<file path="src/hdl/ocpf_pkg.sv">
// shared types and codes for the output channel pulse/follow block
package ocpf_pkg;

  localparam int unsigned DutyRegW = 9;
  localparam int unsigned PulseW   = 16;
  localparam int unsigned LevelW   = 8;
  localparam int unsigned CfgIdxW  = 3;
  localparam int unsigned CfgDataW = 16;

  typedef enum logic [1:0] {
    OP_TICK    = 2'd0,
    OP_SET     = 2'd1,
    OP_MACHINE = 2'd2,
    OP_UNUSED  = 2'd3
  } opcode_e;

  typedef enum logic [1:0] {
    MODE_MANUAL    = 2'd0,
    MODE_SEQUENCER = 2'd1,
    MODE_FOLLOW    = 2'd2,
    MODE_MACHINE   = 2'd3
  } mode_e;

  typedef enum logic [1:0] {
    KIND_DIGITAL = 2'd0,
    KIND_LED     = 2'd1,
    KIND_PWM     = 2'd2
  } kind_e;

  typedef enum logic [1:0] {
    LS_OFF     = 2'd0,
    LS_ON      = 2'd1,
    LS_PULSING = 2'd2,
    LS_INVALID = 2'd3
  } lstate_e;

  typedef enum logic [1:0] {
    ST_DONE    = 2'd0,
    ST_REFUSED = 2'd1,
    ST_INVALID = 2'd2
  } status_e;

  typedef enum logic [CfgIdxW-1:0] {
    REG_CHANNEL_MODE = 3'd0,
    REG_OUTPUT_KIND  = 3'd1,
    REG_PULSE_WIDTH  = 3'd2,
    REG_DUTY_LEVEL   = 3'd3,
    REG_ACTIVE_LEVEL = 3'd4
  } reg_idx_e;

  typedef struct packed {
    logic [1:0]        channel_mode;
    logic [1:0]        output_kind;
    logic [PulseW-1:0] pulse_width;
    logic [LevelW-1:0] duty_level;
    logic              active_level;
  } cfg_t;

  typedef struct packed {
    logic [1:0] opcode;
    logic [1:0] request_value;
    logic       follow_level;
  } item_t;

  typedef struct packed {
    logic [1:0]          logical_now;
    logic                pin_drive;
    logic [DutyRegW-1:0] led_duty;
    logic [1:0]          status_code;
  } result_t;

endpackage

</file>
<file path="src/hdl/ocpf_cfg_regs.sv">
// configuration register file of the output channel
module ocpf_cfg_regs (
  input  logic                          clk_i,
  input  logic                          rst_ni,
  input  logic                          wr_en_i,
  input  logic [ocpf_pkg::CfgIdxW-1:0]  wr_idx_i,
  input  logic [ocpf_pkg::CfgDataW-1:0] wr_data_i,
  output ocpf_pkg::cfg_t                cfg_o
);
  import ocpf_pkg::*;

  cfg_t cfg_q;

  always_ff @(posedge clk_i or negedge rst_ni) begin
    if (!rst_ni) begin
      cfg_q.channel_mode <= '0;
      cfg_q.output_kind  <= '0;
      cfg_q.pulse_width  <= '0;
      cfg_q.duty_level   <= '0;
      cfg_q.active_level <= 1'b1;
    end else if (wr_en_i) begin
      case (wr_idx_i)
        REG_CHANNEL_MODE: cfg_q.channel_mode <= wr_data_i[1:0];
        REG_OUTPUT_KIND:  cfg_q.output_kind  <= wr_data_i[1:0];
        REG_PULSE_WIDTH:  cfg_q.pulse_width  <= wr_data_i[PulseW-1:0];
        REG_DUTY_LEVEL:   cfg_q.duty_level   <= wr_data_i[LevelW-1:0];
        REG_ACTIVE_LEVEL: cfg_q.active_level <= wr_data_i[0];
        default: ;
      endcase
    end
  end

  assign cfg_o = cfg_q;

endmodule

</file>
<file path="src/hdl/ocpf_core.sv">
// channel state, pulse timer and drive mapping, one item per step
module ocpf_core #(
  parameter int unsigned DUTY_BITS  = 8,
  parameter int unsigned TIMER_BITS = 16
) (
  input  logic              clk_i,
  input  logic              rst_ni,
  input  logic              step_i,
  input  ocpf_pkg::cfg_t    cfg_i,
  input  ocpf_pkg::item_t   item_i,
  output ocpf_pkg::result_t result_o
);
  import ocpf_pkg::*;

  // full-scale duty as kept in the 9-bit duty register
  localparam logic [DutyRegW-1:0] FullDuty =
    (DUTY_BITS < DutyRegW) ? DutyRegW'(1 << DUTY_BITS) : '0;

  logic [1:0]            logical_q, logical_d;
  logic [TIMER_BITS-1:0] ticks_q, ticks_d;
  logic                  drive_q, drive_d;
  logic [DutyRegW-1:0]   duty_q, duty_d;

  logic            sw_en, do_pulse, do_adv;
  logic [1:0]      sw_val;
  logic [1:0]      status;
  logic            match;
  logic            user_mode;
  logic [TIMER_BITS-1:0] pw_ticks;

  assign user_mode = (cfg_i.channel_mode == MODE_MANUAL) ||
                     (cfg_i.channel_mode == MODE_FOLLOW);
  assign pw_ticks  = TIMER_BITS'(cfg_i.pulse_width);

  // decode the item into switch / pulse start / pulse advance
  always_comb begin
    sw_en    = 1'b0;
    sw_val   = item_i.request_value;
    do_pulse = 1'b0;
    do_adv   = 1'b0;
    status   = ST_DONE;
    case (item_i.opcode)
      OP_TICK: begin
        if (cfg_i.channel_mode == MODE_MANUAL) begin
          do_adv = 1'b1;
        end else if (cfg_i.channel_mode == MODE_FOLLOW) begin
          if (cfg_i.pulse_width != '0) begin
            do_pulse = item_i.follow_level;
            do_adv   = !item_i.follow_level;
          end else begin
            sw_en  = 1'b1;
            sw_val = {1'b0, item_i.follow_level};
          end
        end
      end
      OP_SET: begin
        if (!user_mode) begin
          status = ST_REFUSED;
        end else if (item_i.request_value == LS_INVALID) begin
          status = ST_INVALID;
        end else if (item_i.request_value == LS_PULSING) begin
          do_pulse = 1'b1;
        end else begin
          sw_en = 1'b1;
        end
      end
      OP_MACHINE: begin
        if (cfg_i.channel_mode != MODE_MACHINE) begin
          status = ST_REFUSED;
        end else if (item_i.request_value == LS_INVALID) begin
          status = ST_INVALID;
        end else begin
          sw_en = 1'b1;
        end
      end
      default: ;
    endcase

    // running pulse: ends when the counter is at or reaches zero
    if (do_adv && logical_q == LS_PULSING) begin
      if (ticks_q <= TIMER_BITS'(1)) begin
        sw_en  = 1'b1;
        sw_val = LS_OFF;
      end
    end
    if (do_pulse) begin
      sw_en  = 1'b1;
      sw_val = LS_ON;
    end
  end

  assign match = (sw_val == {1'b0, cfg_i.active_level});

  always_comb begin
    logical_d = logical_q;
    ticks_d   = ticks_q;
    drive_d   = drive_q;
    duty_d    = duty_q;
    if (do_adv && logical_q == LS_PULSING && ticks_q != '0) begin
      ticks_d = ticks_q - TIMER_BITS'(1);
    end
    if (sw_en) begin
      logical_d = sw_val;
      if (cfg_i.output_kind == KIND_DIGITAL) begin
        drive_d = match;
      end else if (cfg_i.output_kind == KIND_LED) begin
        if (match) begin
          duty_d = cfg_i.active_level ? {1'b0, cfg_i.duty_level}
                                      : FullDuty - {1'b0, cfg_i.duty_level};
        end else begin
          duty_d = cfg_i.active_level ? '0 : FullDuty;
        end
      end
    end
    if (do_pulse) begin
      logical_d = LS_PULSING;
      ticks_d   = pw_ticks;
    end
  end

  always_ff @(posedge clk_i or negedge rst_ni) begin
    if (!rst_ni) begin
      logical_q <= LS_OFF;
      ticks_q   <= '0;
      drive_q   <= 1'b0;
      duty_q    <= '0;
    end else if (step_i) begin
      logical_q <= logical_d;
      ticks_q   <= ticks_d;
      drive_q   <= drive_d;
      duty_q    <= duty_d;
    end
  end

  assign result_o.logical_now = logical_d;
  assign result_o.pin_drive   = drive_d;
  assign result_o.led_duty    = duty_d;
  assign result_o.status_code = status;

endmodule

</file>
<file path="src/hdl/output_channel_pulse_follow.sv">
// top level of the relay / led output channel with pulse and input follow
// a transaction passes through the input register and then the result register
// throughput: one transaction per cycle unless the result stream stalls; the state loop closes in the core
// a stalled result blocks input once the input register also holds a transaction
// reset (async, active low): channel off, timer and drive cleared, active_level = 1
// no clearing pass after reset; the block takes transactions on the first cycle
module output_channel_pulse_follow #(
  parameter int unsigned DUTY_BITS  = 8,
  parameter int unsigned TIMER_BITS = 16
) (
  input  logic                          clk_i,
  input  logic                          rst_ni,
  // input stream
  input  logic                          s_axis_tvalid,
  output logic                          s_axis_tready,
  input  logic [7:0]                    s_axis_tdata,  // request_value[1:0], follow_level[2]
  input  logic [1:0]                    s_axis_tuser,  // opcode[1:0]
  // result stream
  output logic                          m_axis_tvalid,
  input  logic                          m_axis_tready,
  // logical_now[1:0], pin_drive[2], led_duty[11:3], status_code[13:12]
  output logic [15:0]                   m_axis_tdata,
  // configuration write channel
  input  logic                          cfg_valid_i,
  output logic                          cfg_ready_o,
  input  logic [ocpf_pkg::CfgIdxW-1:0]  cfg_index_i,
  input  logic [ocpf_pkg::CfgDataW-1:0] cfg_data_i
);
  import ocpf_pkg::*;

  cfg_t    cfg;
  item_t   item_q;
  logic    in_valid_q;
  result_t result_d, result_q;
  logic    out_valid_q;
  logic    step;     // item in the input register moves through the core
  logic    in_take;  // input transaction

  // config is always writable; the user must write it only while idle, the block itself does not enforce this
  assign cfg_ready_o = 1'b1;

  ocpf_cfg_regs u_cfg (
    .clk_i    (clk_i),
    .rst_ni   (rst_ni),
    .wr_en_i  (cfg_valid_i),
    .wr_idx_i (cfg_index_i),
    .wr_data_i(cfg_data_i),
    .cfg_o    (cfg)
  );

  // the result register frees up when empty or when it is taken this cycle
  assign step          = in_valid_q && (!out_valid_q || m_axis_tready);
  assign s_axis_tready = !in_valid_q || step;
  assign in_take       = s_axis_tvalid && s_axis_tready;

  // input register
  always_ff @(posedge clk_i or negedge rst_ni) begin
    if (!rst_ni) begin
      in_valid_q <= 1'b0;
    end else if (s_axis_tready) begin
      in_valid_q <= s_axis_tvalid;
    end
  end

  always_ff @(posedge clk_i) begin
    if (in_take) begin
      item_q.opcode        <= s_axis_tuser;
      item_q.request_value <= s_axis_tdata[1:0];
      item_q.follow_level  <= s_axis_tdata[2];
    end
  end

  ocpf_core #(
    .DUTY_BITS (DUTY_BITS),
    .TIMER_BITS(TIMER_BITS)
  ) u_core (
    .clk_i   (clk_i),
    .rst_ni  (rst_ni),
    .step_i  (step),
    .cfg_i   (cfg),
    .item_i  (item_q),
    .result_o(result_d)
  );

  // result register
  always_ff @(posedge clk_i or negedge rst_ni) begin
    if (!rst_ni) begin
      out_valid_q <= 1'b0;
    end else if (!out_valid_q || m_axis_tready) begin
      out_valid_q <= in_valid_q;
    end
  end

  always_ff @(posedge clk_i) begin
    if (step) begin
      result_q <= result_d;
    end
  end

  assign m_axis_tvalid = out_valid_q;
  assign m_axis_tdata  = {2'b00, result_q.status_code, result_q.led_duty,
                          result_q.pin_drive, result_q.logical_now};

endmodule
</file>
<file path="config.mk">
export PLATFORM = sky130hd
export DESIGN_NAME = output_channel_pulse_follow
export DESIGN_NICKNAME = d
export VERILOG_FILES = /design/src/hdl/ocpf_pkg.sv /design/src/hdl/ocpf_cfg_regs.sv /design/src/hdl/ocpf_core.sv /design/src/hdl/output_channel_pulse_follow.sv
export SDC_FILE = /design/constraint.sdc
export NUM_CORES = 1
export LEC_CHECK = 0
export ABC_AREA = 1
export ABC_CLOCK_PERIOD_IN_PS = 6600
export BUFFER_PORTS_ARGS = -buffer_cell sky130_fd_sc_hd__buf_2
export CORE_MARGIN = 3
export CORE_UTILIZATION = 63
export DETAILED_ROUTE_END_ITERATION = 10
export GPL_ROUTABILITY_DRIVEN = 0
export PLACE_DENSITY = 0.91
export SLEW_MARGIN = 20
export SYNTH_ARGS = -nofsm -noshare
export SYNTH_HDL_FRONTEND = slang
export SYNTH_HIERARCHICAL = 1
export SYNTH_SLANG_ARGS = --single-unit
</file>
<file path="constraint.sdc">
create_clock -name clk_i -period 6.6 [get_ports clk_i]
set_input_delay 0.33 -clock clk_i [delete_from_list [all_inputs] [get_ports clk_i]]
set_output_delay 0.33 -clock clk_i [all_outputs]
set_load 0.01 [all_outputs]
</file>
==> qor.yml <==
timing:
  timing.final.max_slew_violations: 0
  fin_skew_ns: 0.00696
  achievable-frequency_ghz: 0.351
  slew-limit-headroom: 0.497
  hold_violations: 0
  actual_transition_at_the_worst_max_transition_pin_ns: 0.755
  finalSetupViolCount: 0
  post-route-period-util: 0.432
  min_period_ns: 2.85
  rsz0062_at_grt: "false"
  setup_total_negative_slack_ns: 0
yosys:
  mapped_cell_area_um2: 4210
  synth_enable_flop_cells: 19
  syn_avg_cell_area_um2: 8.17
  yosys_warnings: 6
  synth.ff_latch_count: 78
  async_flop_share: 0.756
  yosysSeqAreaShare: 0.487
  postSynth.topFlopCell: "dfrtp_1"
  ys_types: 42
  synthesis.instances: 515
cts:
  tritoncts_clock_tree: "done"
  cts.path.max_buffers: 2
  cts_hold_buffers: 0
  cts_made_buffers: 9
  clock_tree.root_cell: "clkbuf_8"
  cts-resized-gates: 0
  clkTransAtPathRegs_ns: 0.08
  cts_post_setup_buffers_inserted: 0
  cts_sinks: 78
  h_tree_levels: 3
  worst_skew_pair_latency_ns: 0.35
floorplan:
  die_height_um: 87.7
  start_util: 0.655
  dieWidth_um: 87.7
  design.die.area_um2: 7690
  ios: 53
  core_region_area_um2: 6420
  floorplan.rows: 29
cells_and_area:
  synthToLayoutAreaGrowth_pct: 11.0
  fraction_of_layout_cells_with_a_size_suffix_above_1: 0.176
  num_antenna_cells: 0
  fillers: 454
  design.final.nets: 598
detailed_routing:
  drtPass1Iterations: 5
  dr_total_vias: 3648
  drt_first_iter_violations: 374
  viasPerCell: 5.72
  wl_per_cell_um: 15.0
  post-route-drc-count: 0
  drtAntennaViolNets: 0
  detail_route.wirelength_um: 9590
grt:
  first_global_vias: 3489
  first_pass_grt_wire_length_um: 16300
  grt_start_max_net_pins: 60
  overall_track_demand_over_capacity_in_global_routing: 0.271
  globalRoute.totalOverflow: 0
  antenna_violations_before_repair: 0
run:
  max_cap_violations: 0
critical_path:
  worstPathArrival_ns: 2.95
  max_incr_delay_on_cp_ns: 0.42
  timing.critical_path.required_ns: 6.70
  critPathTopFamily: "simple AND/OR/NAND/NOR gates"
  worstSetupEndpointType: "flop"
  critical_path_buf_inv_count: 1
  timing.setup.critical_path_class: "reg -> reg"
  setup.worst_path.start_class: "flop"
  crit_slowest_cell: "inv_2"
  critical_path.cell_chain: "nor2_1, nand2_1, nor2_1, nand2_1, nand3_1, nand2_2, inv_2, nand4_2, nand2_4, nand3_1, and2_1"
  crit_fanout: 24
placement:
  placement.io_buffers: 44
  place.detailed.hpwl_um: 6410
power_and_ir_drop:
  finalPower_mw: 1.65
  leakage_nw: 2.37
  power.ir.vdd_worst_mv: 0.219
  power.density_cell_area_nw_per_um2: 353
hold_path:
  hp-class: "in -> async"
status:
  run_status: "finished clean"
-- sequential cells by signal, indices dropped and copies added (netlist names) --
name,cells
u_cfg/cfg_o,29
u_core/ticks_q,16
m_axis_tdata,14
u_core/duty_q,9
item_q,5
u_core/logical_q,2
in_valid_q,1
m_axis_tvalid,1
u_core/drive_q,1
-- routing by layer --
layer | global-route usage | share of wire
met1 | 0.363 | 0.42
met2 | 0.434 | 0.48
met3 | 0.0555 | 0.075
met4 | 0.112 | 0.025
met5 | 0 | 0
-- per-stage QoR --
stage	area, um2	setup slack [ns]	cells	util	hold slack [ns]
after floorplan	4210	4.41	516	-	0.0344
after global placement	4430	3.89	622	0.690	0.462
after detailed placement	4430	3.85	622	0.690	0.465
after CTS	4670	3.80	638	0.727	0.149
after global routing	4670	3.51	638	0.727	0.141
final	4670	3.75	638	0.727	0.127
-- worst reg2reg max path, delay by kind of cell, from the launching register on --
kind / cells / cell delay, ns
buffers and inverters: 1 / 0.42
flip-flops: 1 / 0.41
AND/OR/NAND/NOR: 10 / 1.78
-- cell type report --
class,instances,area (um2),share of cell area
sequential,78,2050,0.439
multi-input combinational,378,1890,0.405
timing repair buffer,46,235,0.0504
clock buffer,13,170,0.0365
inverter,43,163,0.0348
tap,77,96.3,0.0206
clock inverter,3,65.1,0.0139
-- cell families after synthesis --
family,count (synthesis),synth area share
other,2,0.00179
muxes,2,0.00476
AOI/OAI and AO/OA,60,0.0818
and+or+nand+nor,295,0.315
xor gates and xnor gates,10,0.0208
DFF,78,0.487
adders and majority gates,8,0.0238
buffers and inverters,60,0.0652
-- path summary, 6_finish.rpt --
| kind | start | to | slack [ns] | depth (start not counted) |
|---|---|---|---|---|
| worst min register to register | u_core/ticks_q[9] | u_core/ticks_q[9] | 0.49 | 2 |
| worst max register to register | u_cfg/cfg_o[24] | m_axis_tdata[2] | 3.75 | 11 |
| worst min-delay path | rst_ni | u_core/ticks_q[10] | 0.13 | 2 |
| max in group asynchronous | rst_ni | u_cfg/cfg_o[8] | 5.97 | 2 |
| worst max-delay path | u_cfg/cfg_o[24] | m_axis_tdata[2] | 3.75 | 11 |
| min in group clk_i | s_axis_tdata[1] | item_q[2] | 0.16 | 1 |
-- power breakdown --
group / internal [mW] / switching (mW)
sequential: 0.619 / 0.101
combinational: 0.181 / 0.328
clock: 0.246 / 0.171
-- synthesized netlist by cell type, types with 4 or more instances --
library cell	count	area share
a21oi_1	10	0.012
buf_2	5	0.0059
buf_4	7	0.012
dfrtp_1	58	0.35
edfxtp_1	19	0.14
ha_1	8	0.024
inv_1	37	0.033
inv_2	5	0.0045
nand2_1	180	0.16
nand2_2	7	0.010
nand2_4	5	0.013
nand3_1	31	0.037
nand4_1	7	0.010
nor2_1	42	0.037
nor2_2	4	0.0059
nor2_4	6	0.016
nor3_1	6	0.0071
o21ai_0	27	0.032
o21ai_1	9	0.011
o31ai_1	4	0.0071
xor2_1	8	0.017
-- cells in the final DEF (no fill, tap or decap), drive strengths merged, types with 3 or more instances in the layout --
cell type,count
xor2,8
nand2,192
buf,46
nor2,52
ha,8
a21oi,10
edfxtp,19
conb,3
clkbuf,13
dfrtp,58
o21ai,39
nand3,34
nand4,8
inv,42
o31ai,4
nor3,6
(Power assumes the default switching activity.)
